File: config.mk
export PLATFORM = sky130hd
export DESIGN_NAME = spacecraft_mode_selector
export DESIGN_NICKNAME = d
export VERILOG_FILES = /design/src/sv/smsel_pkg.sv /design/src/sv/smsel_cfg.sv /design/src/sv/smsel_core.sv /design/src/sv/spacecraft_mode_selector.sv
export SDC_FILE = /design/constraint.sdc
export NUM_CORES = 1
export LEC_CHECK = 0
export ABC_CLOCK_PERIOD_IN_PS = 2500
export BUFFER_PORTS_ARGS = -buffer_cell sky130_fd_sc_hd__buf_2
export CAP_MARGIN = 20
export CORE_MARGIN = 2
export CORE_UTILIZATION = 52
export CTS_BUF_LIST = sky130_fd_sc_hd__clkbuf_8
export DETAILED_ROUTE_END_ITERATION = 16
export PLACE_DENSITY = 0.73
export SLEW_MARGIN = 20
export SYNTH_ARGS = -nofsm -noshare
export SYNTH_HDL_FRONTEND = slang
export SYNTH_SLANG_ARGS = --single-unit
File: constraint.sdc
create_clock -name clk -period 2.5 [get_ports clk]
set_input_delay 0.375 -clock clk [delete_from_list [all_inputs] [get_ports clk]]
set_output_delay 0.375 -clock clk [all_outputs]
set_load 0.005 [all_outputs]
File: src/sv/smsel_pkg.sv
// Shared types, register indexes and mode codes of the spacecraft mode selector.
package smsel_pkg;

  localparam int unsigned CfgIdxW = 4;
  localparam int unsigned CfgDataW = 16;
  localparam int unsigned InDataW = 56;
  localparam int unsigned OutDataW = 8;

  typedef enum logic [2:0] {
    MODE_NOMINAL = 3'd0,
    MODE_COMM    = 3'd1,
    MODE_UPDATE  = 3'd2,
    MODE_SAFE    = 3'd3,
    MODE_ULP     = 3'd4,
    MODE_DECOM   = 3'd5
  } mode_t;

  localparam logic [CfgIdxW-1:0] REG_VOLT_HIGH = 4'd0;
  localparam logic [CfgIdxW-1:0] REG_VOLT_LOW  = 4'd1;
  localparam logic [CfgIdxW-1:0] REG_CURR_HIGH = 4'd2;
  localparam logic [CfgIdxW-1:0] REG_CURR_LOW  = 4'd3;
  localparam logic [CfgIdxW-1:0] REG_TEMP_HIGH = 4'd4;
  localparam logic [CfgIdxW-1:0] REG_TEMP_LOW  = 4'd5;
  localparam logic [CfgIdxW-1:0] REG_BATT_SAFE = 4'd6;
  localparam logic [CfgIdxW-1:0] REG_BATT_CRIT = 4'd7;

  localparam logic [6:0] UPDATE_BATTERY_MIN = 7'd70;

  typedef struct packed {
    logic        [15:0] volt_high;
    logic        [15:0] volt_low;
    logic signed [15:0] curr_high;
    logic signed [15:0] curr_low;
    logic signed [12:0] temp_high;
    logic signed [12:0] temp_low;
    logic        [6:0]  batt_safe;
    logic        [6:0]  batt_crit;
  } limits_t;

  typedef struct packed {
    logic        life_expired;
    logic        update_request;
    logic        comm_window;
    logic [6:0]  battery_percent;
    logic signed [12:0] board_temp;
    logic signed [15:0] bus_current;
    logic [15:0] bus_voltage;
  } sample_t;

endpackage

File: src/sv/smsel_cfg.sv
// Configuration register file holding the health windows and battery levels.
module smsel_cfg
  import smsel_pkg::*;
(
  input  logic                clk,
  input  logic                rst_n,
  input  logic                cfg_valid,
  output logic                cfg_ready,
  input  logic [CfgIdxW-1:0]  cfg_index,
  input  logic [CfgDataW-1:0] cfg_data,
  output limits_t             limits
);

  limits_t limits_r;
  limits_t limits_nxt;

  assign cfg_ready = 1'b1;
  assign limits = limits_r;

  always_comb begin
    limits_nxt = limits_r;
    if (cfg_valid) begin
      unique case (cfg_index)
        REG_VOLT_HIGH: limits_nxt.volt_high = cfg_data;
        REG_VOLT_LOW:  limits_nxt.volt_low  = cfg_data;
        REG_CURR_HIGH: limits_nxt.curr_high = cfg_data;
        REG_CURR_LOW:  limits_nxt.curr_low  = cfg_data;
        REG_TEMP_HIGH: limits_nxt.temp_high = cfg_data[12:0];
        REG_TEMP_LOW:  limits_nxt.temp_low  = cfg_data[12:0];
        REG_BATT_SAFE: limits_nxt.batt_safe = cfg_data[6:0];
        REG_BATT_CRIT: limits_nxt.batt_crit = cfg_data[6:0];
        default:       limits_nxt = limits_r;
      endcase
    end
  end

  always_ff @(posedge clk) begin
    if (!rst_n) begin
      limits_r.volt_high <= 16'd8400;
      limits_r.volt_low  <= 16'd6000;
      limits_r.curr_high <= 16'sd3000;
      limits_r.curr_low  <= -16'sd3000;
      limits_r.temp_high <= 13'sd850;
      limits_r.temp_low  <= -13'sd400;
      limits_r.batt_safe <= 7'd20;
      limits_r.batt_crit <= 7'd10;
    end else begin
      limits_r <= limits_nxt;
    end
  end

endmodule

File: src/sv/smsel_core.sv
// Health check and next-mode decision for one sample beat.
module smsel_core
  import smsel_pkg::*;
(
  input  sample_t sample,
  input  limits_t limits,
  input  mode_t   mode,
  output mode_t   next_mode,
  output logic    healthy
);

  logic volt_ok;
  logic curr_ok;
  logic temp_ok;
  logic batt_ok;
  logic crit;
  logic upd_ok;

  assign volt_ok = (sample.bus_voltage <= limits.volt_high) &&
                   (sample.bus_voltage >= limits.volt_low);
  assign curr_ok = (sample.bus_current <= limits.curr_high) &&
                   (sample.bus_current >= limits.curr_low);
  assign temp_ok = (sample.board_temp <= limits.temp_high) &&
                   (sample.board_temp >= limits.temp_low);
  assign batt_ok = sample.battery_percent >= limits.batt_safe;
  assign healthy = volt_ok && curr_ok && temp_ok && batt_ok;

  assign crit   = sample.battery_percent < limits.batt_crit;
  assign upd_ok = sample.update_request && (sample.battery_percent > UPDATE_BATTERY_MIN);

  always_comb begin
    unique case (mode)
      MODE_NOMINAL: begin
        if (!healthy) next_mode = MODE_SAFE;
        else if (sample.comm_window) next_mode = MODE_COMM;
        else next_mode = MODE_NOMINAL;
      end
      MODE_COMM: begin
        if (!healthy) next_mode = MODE_SAFE;
        else if (!sample.comm_window) next_mode = MODE_NOMINAL;
        else if (upd_ok) next_mode = MODE_UPDATE;
        else next_mode = MODE_COMM;
      end
      MODE_UPDATE: begin
        next_mode = sample.update_request ? MODE_UPDATE : MODE_COMM;
      end
      MODE_SAFE: begin
        if (crit) next_mode = MODE_ULP;
        else if (upd_ok) next_mode = MODE_UPDATE;
        else if (healthy) next_mode = MODE_NOMINAL;
        else next_mode = MODE_SAFE;
      end
      MODE_ULP: begin
        if (!crit) next_mode = MODE_SAFE;
        else if (sample.life_expired) next_mode = MODE_DECOM;
        else next_mode = MODE_ULP;
      end
      MODE_DECOM: begin
        next_mode = MODE_DECOM;
      end
      default: begin
        next_mode = MODE_NOMINAL;
      end
    endcase
  end

endmodule

File: src/sv/spacecraft_mode_selector.sv
// Top level of the spacecraft mode selector: stream ports, mode register and result register.
//
// Each input beat is one evaluation tick and yields exactly one result beat with the new
// mode and the health flag. The health windows and the mode decision are evaluated in the
// cycle the beat is accepted and are captured in the result register at the accepting edge,
// so the result beat is offered from the next cycle on; a new beat is taken every clock as long as
// the result register is empty or being drained, so the block sustains one tick per cycle.
// Configuration writes are taken in every cycle.
module spacecraft_mode_selector
  import smsel_pkg::*;
(
  input  logic                clk,
  input  logic                rst_n,
  input  logic                in_tvalid,
  output logic                in_tready,
  // Fields from bit 0: bus_voltage[15:0], bus_current[31:16], board_temp[44:32],
  // battery_percent[51:45], comm_window[52], update_request[53], life_expired[54].
  input  logic [InDataW-1:0]  in_tdata,
  output logic                out_tvalid,
  input  logic                out_tready,
  // Fields from bit 0: next_mode[2:0], healthy[3].
  output logic [OutDataW-1:0] out_tdata,
  input  logic                cfg_valid,
  output logic                cfg_ready,
  input  logic [CfgIdxW-1:0]  cfg_index,
  input  logic [CfgDataW-1:0] cfg_data
);

  limits_t limits;
  sample_t sample;
  mode_t   mode_r;
  mode_t   mode_nxt;
  logic    healthy;
  logic    in_beat;
  logic    out_tvalid_r;
  logic    out_tvalid_nxt;
  logic [OutDataW-1:0] out_tdata_r;

  assign sample    = sample_t'(in_tdata[InDataW-2:0]);
  assign in_tready = !out_tvalid_r || out_tready;
  assign in_beat   = in_tvalid && in_tready;

  smsel_cfg u_cfg (
    .clk       (clk),
    .rst_n     (rst_n),
    .cfg_valid (cfg_valid),
    .cfg_ready (cfg_ready),
    .cfg_index (cfg_index),
    .cfg_data  (cfg_data),
    .limits    (limits)
  );

  smsel_core u_core (
    .sample    (sample),
    .limits    (limits),
    .mode      (mode_r),
    .next_mode (mode_nxt),
    .healthy   (healthy)
  );

  always_comb begin
    out_tvalid_nxt = out_tvalid_r;
    if (in_beat) begin
      out_tvalid_nxt = 1'b1;
    end else if (out_tready) begin
      out_tvalid_nxt = 1'b0;
    end
  end

  always_ff @(posedge clk) begin
    if (!rst_n) begin
      mode_r       <= MODE_NOMINAL;
      out_tvalid_r <= 1'b0;
    end else begin
      out_tvalid_r <= out_tvalid_nxt;
      if (in_beat) begin
        mode_r <= mode_nxt;
      end
    end
  end

  always_ff @(posedge clk) begin
    if (in_beat) begin
      out_tdata_r <= {{(OutDataW-4){1'b0}}, healthy, mode_nxt};
    end
  end

  assign out_tvalid = out_tvalid_r;
  assign out_tdata  = out_tdata_r;

endmodule

# Word-level counts from Yosys, hierarchy flattened
# Index checks and enable logic that the tools add are counted.
# op_classes
magnitude_cmp	9
eq_ne	12
muxes	14
reduce_logical	21
# ops
op	count
$ge 16x16->1	2
$le 16x16->1	2
$mux 3	6
$pmux 3 s6	1
$eq 4x3->1 const B	4
$reduce_and 2->1	8
$ge 13x13->1	1
$le 13x13->1	1
$eq 4x2->1 const B	2
$logic_and 1x1->1	8
$ge 7x7->1	1
$gt 7x7->1 const B	1
$lt 7x7->1	1
$eq 3x2->1 const B	2
$eq 3x3->1 const B	2
$mux 2	3
$eq 4x1->1 const B	1
$logic_not 4->1	1
$mux 1	4
$eq 3x1->1 const B	1
$logic_not 3->1	1
$reduce_bool 2->1	1
$logic_not 1->1	1
$logic_or 1x1->1	1
# word_totals
register_bits	112
input_bits	81
out_inout_bits	11
elab_cells	67

# Logic depth before layout (Yosys ltp)
# logic_depth
depth_word	9
depth_mapped	9
mapped_depth_nobuf	9

# By module
# From an unflattened synthesis, not the netlist that was laid out.
# unflattened
cells_unflattened	830
area_unflattened_um2	7150.6
# modules_own_cells
mod	n_inst	cells_each	area_per_inst_um2	seq_area_each_um2
smsel_cfg	1	407	4067.7	2082.0
smsel_core	1	397	2758.9	0.0
spacecraft_mode_selector	1	26	324.1	200.2

# Worst setup path after synthesis
# No wires, ideal clock.
# synth_timing
kind	in2reg
startpoint	input in_tdata[22]
endpoint	register out_tdata_r[0] (netlist: out_tdata[0]), data pin
setup_time_ns	0.271
t_arrival_ns	1.941
t_required_ns	2.229
path_slack_ns	0.288
cell_stages	8
n_path_buf	0
cell_sequence	ha_1 -> a21oi_1 -> a21boi_0 -> o31ai_1 -> nand3_1 -> a31o_2 -> nor4_4 -> o31ai_1
# synth_via
elab_chain_len	9
# synth_rtl
element	line_no	source
start, declared	spacecraft_mode_selector.sv:18	input logic [InDataW-1:0] in_tdata,
$le 16x16->1 or $ge 16x16->1 (tied branches)	smsel_core.sv:21, smsel_core.sv:22	
$logic_and 1x1->1 *	smsel_core.sv:21	assign curr_ok = (sample.bus_current <= limits.curr_high) &&
$logic_and 1x1->1 * (3 in a row)	smsel_core.sv:26	assign healthy = volt_ok && curr_ok && temp_ok && batt_ok;
named net healthy	spacecraft_mode_selector.sv:33	logic healthy;
$mux 2	smsel_core.sv:50	else if (healthy) next_mode = MODE_NOMINAL;
$mux 3	smsel_core.sv:49	else if (upd_ok) next_mode = MODE_UPDATE;
$mux 3	smsel_core.sv:48	if (crit) next_mode = MODE_ULP;
$pmux 3 s6 *	smsel_core.sv:32	unique case (mode)
named net mode_nxt[0]	spacecraft_mode_selector.sv:32	mode_t mode_nxt;
end signal, assigned	spacecraft_mode_selector.sv:84	out_tdata_r <= {{(OutDataW-4){1'b0}}, healthy, mode_nxt};
end, declared	spacecraft_mode_selector.sv:37	logic [OutDataW-1:0] out_tdata_r;
# Mark *: on every way through the listed nets, which the timed path passes. The rest lies on a longest branch.
# A chain may end at the register's enable or synchronous reset.

# Worst setup path after layout
# layout_timing
startpoint	register u_cfg.limits_r, in the netlist u_cfg.limits[33]
endpoint	register out_tdata_r[0] (netlist: out_tdata[0]), data pin
# layout_via
elab_chain_len	8
# layout_rtl
element	line_no	source
start, declared	smsel_cfg.sv:14	limits_t limits_r;
start signal, assigned	smsel_cfg.sv:48	limits_r <= limits_nxt;
$le 13x13->1 *	smsel_core.sv:23	assign temp_ok = (sample.board_temp <= limits.temp_high) &&
$logic_and 1x1->1 *	smsel_core.sv:23	
$logic_and 1x1->1 * (2 in a row)	smsel_core.sv:26	
named net healthy	spacecraft_mode_selector.sv:33	
$mux 2	smsel_core.sv:50	
$mux 3	smsel_core.sv:49	
$mux 3	smsel_core.sv:48	
$pmux 3 s6 *	smsel_core.sv:32	
named net mode_nxt[0]	spacecraft_mode_selector.sv:32	
# Marks and branches as above.

==> summary.md <==
| Metric | Value |
|---|---|
| Slowest CP cell | `dfxtp_1` |
| Via density | `5.28` |
| Final setup skew | `0.00724 ns` |
| Cell area power density | `448 nW/um^2` |
| H-tree depth | `3` |
| Clk pin slew, worst setup/hold paths | `0.11 ns` |
| Flop2flop setup slack | `0.07 ns` |
| Yosys top cell area share | `31.2%` |
| Initial drt markers | `309` |
| Drt drc | `0` |
| Setup Crit Path Kind | `reg2reg` |
| Seq cells post-synth | `112` |
| Final ANT Viol Nets | `0` |
| VDD IR max | `0.292 mV` |
| # IOs | `92` |
| Synth unique cells | `53` |
| Post-synth EDFFs | `4` |
| Final wirelength | `16100 um` |
| Final Hold Vio Count | `0` |
| Max-slew headroom | `66.9%` |
| CTS tree | `built` |
| Routability congestion estimate | `0.867` |
| Post-synthesis sequential area ratio | `32.9%` |
| Synth warn | `0` |
| RSZ-0062 raised after global routing | `true` |
| GR Overflow Total | `0` |
| Setup violations, final | `0` |
| Post-DP HPWL | `11900 um` |
| Period minus WS final | `2.43 ns` |
| Worst-path cell chain | `inv_1 -> ha_1 -> a21oi_1 -> nor3_2 -> a311oi_2 -> a211oi_2 -> a31o_2 -> nor4_4 -> buf_4 -> o31ai_1` |
| Setup crit end | `out_tdata[0]$_DFFE_PP_` |
| Share of layout cells above drive strength 1 | `15.0%` |
| Crit. End Element | `flop` |
| Wire per inst | `14.6 um` |
| Tot GR Track Use | `23.6%` |
| Pin count of the biggest net entering global routing | `54` |
| Layout overhead on the synthesized area | `12.4%` |
| Worst skew pair latency | `0.39 ns` |
| Clock sinks | `112` |
| Critical Path RT | `2.63 ns` |
| Mapped Area | `6930 um^2` |
| Die footprint | `14300 um^2` |
| Final slew viol count | `0` |
| Top_reg_cell synth | `dfxtp_1` |
| Post-route cell area | `7790 um^2` |
| Buffers and inverters on the worst path | `2` |
| Cts bufs inserted | `9` |
| Setup TNS | `0 ns` |
| Worst path max stage delay | `0.32 ns` |
| Fmax | `411 MHz` |
| Core box area | `13100 um^2` |
| Cells after Synth | `850` |
| Row count | `42` |
| Min-Delay Path Class | `in2reg` |
| Initial antenna violation count | `2` |
| Syn Area/Cell | `8.16 um^2` |
| CTS max path bufs | `2` |
| CP delay by family, top | `compound AO/OA/AOI/OAI gates` |
| Maxcap violations | `0` |
| Top cells by area, synth | `dfxtp_1 31%, ha_1 19%, nand2_1 8.9%` |
| CP startpoint | `u_cfg.limits[33]$_SDFFE_PN1P_` |
| RR Endpoint | `out_tdata[0]$_DFFE_PP_` |
| R2R Path Start | `u_cfg.limits[33]$_SDFFE_PN1P_` |
| First-pass GRT wire length | `26700 um` |
| Drt pass-1 iters | `5` |
| Setup crit start kind | `flop` |
| Post-DP Area | `7520 um^2` |
| Crit. path cell count | `10` |
| Most frequent cells in the layout | `165 x nand2_1, 108 x inv_1, 103 x dfxtp_1` |
| Largest area contributor in the netlist | `dfxtp_1` |
| Tcrit/Tclk final | `97.3%` |
| Static Leak | `3.37 nW` |
| Worst Path Arrival | `2.56 ns` |
| Actual slew at the worst max-slew pin | `0.496 ns` |
| Vias | `5828` |
| Vias in the first global route | `5574` |
| Outcome | `finished, final reports clean` |
| IO buf count | `85` |
| R2R cell count | `10` |
| Most common cell after layout, fill and taps aside | `nand2_1` |
| Nets | `1104` |
| Initial Utilization | `52.8%` |
| Clock Tree Root | `clkbuf_8` |
| CP max FO | `5` |
| Height of the die | `119 um` |
| Chip width | `119 um` |
| Async S/R FF share, synth | `0%` |
==> worst min-delay path, cell delays in order <==
cell and delay [ns]:
buf_2 0.10, inv_1 0.04, a21boi_0 0.06
==> layout make-up <==
type | count | area (um^2)
clock buffers | 11 | 151
inverters | 107 | 402
flip-flops and latches | 112 | 2290
fillers | 1210 | 5350
diodes | 2 | 5.00
well taps | 176 | 220
multi-input cells | 588 | 4130
clock inverters | 5 | 31.3
repair buffers | 102 | 566
==> cell usage after synthesis, types with 2 or more instances <==
library cell  instances
nor4_1                3
nand3b_1              4
conb_1                2
inv_1               107
dfxtp_1             108
buf_4                 8
a211oi_1              5
or3_1                 2
nand2_1             165
nor3_1                4
nor2b_1              13
nand4_1              18
edfxtp_1              4
a31oi_1               5
o211ai_1             48
nand3_1              13
nor3_2                2
o31ai_1               6
nor2_1               16
clkbuf_1             36
a21oi_1              33
nor3b_1               2
mux2i_1              12
a21boi_0             58
o21ai_0              18
and3_1                3
and3b_1               2
nand2b_1             11
o21bai_1              2
a21o_1               14
o21a_1                2
ha_1                103
==> power breakdown <==
part / internal [mW] / switching (mW)
clock network: 0.415 / 0.620
logic: 0.249 / 0.333
registers: 1.84 / 0.0296
==> cell families (layout without fill, tap and decap cells) <==
group / count (synthesis) / count (layout) / synth area share, %
flip-flops: 112 / 112 / 32.9
adder cells (fa/ha/maj): 103 / 103 / 18.6
buffers and inverters: 153 / 225 / 8.73
multiplexers: 12 / 12 / 1.73
AO/OA/AOI/OAI: 202 / 202 / 20.1
AND/OR/NAND/NOR: 266 / 266 / 17.9
other: 2 / 7 / 0.108
==> layer usage <==
layer / vias to the layer above / global-route usage (%) / part of all wire [%]
met5: - / 0 / 0
met4: 0 / 6.69 / 1.4
met3: 16 / 4.60 / 4.5
met2: 127 / 38.8 / 47
met1: 2644 / 31.6 / 48
li1: 3041 / - / -
==> worst min path at each step <==
stage / start / end / slack (ns) / cells after the start
floorplan: u_cfg.limits[29]$_SDFFE_PN0P_ / u_cfg.limits[29]$_SDFFE_PN0P_ / 0.44 / 2
global placement: u_cfg.limits[69]$_SDFFE_PN0P_ / u_cfg.limits[69]$_SDFFE_PN0P_ / 0.45 / 2
detailed placement: u_cfg.limits[73]$_SDFFE_PN0P_ / u_cfg.limits[73]$_SDFFE_PN0P_ / 0.46 / 2
CTS: in_tvalid / out_tvalid$_SDFFE_PN0P_ / 0.22 / 3
global route: in_tvalid / out_tvalid$_SDFFE_PN0P_ / 0.23 / 3
finish: in_tvalid / out_tvalid$_SDFFE_PN0P_ / 0.24 / 3
==> metrics by stage <==
step | util (%) | hold WS, ns | total power, mW | worst slack, ns | std cells
detailed placement | 57.3 | 0.456 | 2.48 | -0.0712 | 1084
finish | 59.3 | 0.237 | 3.49 | 0.0673 | 1103
CTS | 58.7 | 0.217 | 3.51 | 0.0433 | 1100
floorplan | - | 0.443 | 2.27 | 0.288 | 853
global placement | 57.3 | 0.450 | 2.47 | -0.0557 | 1084
global route | 59.3 | 0.233 | 3.69 | -0.0713 | 1103
==> what timing repair did <==
| item | in CTS | in global routing |
|---|---|---|
| hold endpoints to repair | 0 | 0 |
| hold buffers | 0 | 0 |
| setup buffers | 0 | 1 |
| endpoints found under the setup margin | 0 | 2 |
| gates resized for setup | 0 | 16 |
==> flip-flops by register name, summed over array words and instances (netlist names) <==
register	flops
u_cfg.limits	104
out_tdata	4
mode_r	3
out_tvalid	1
Note: power is estimated with default switching activity, not from simulation.
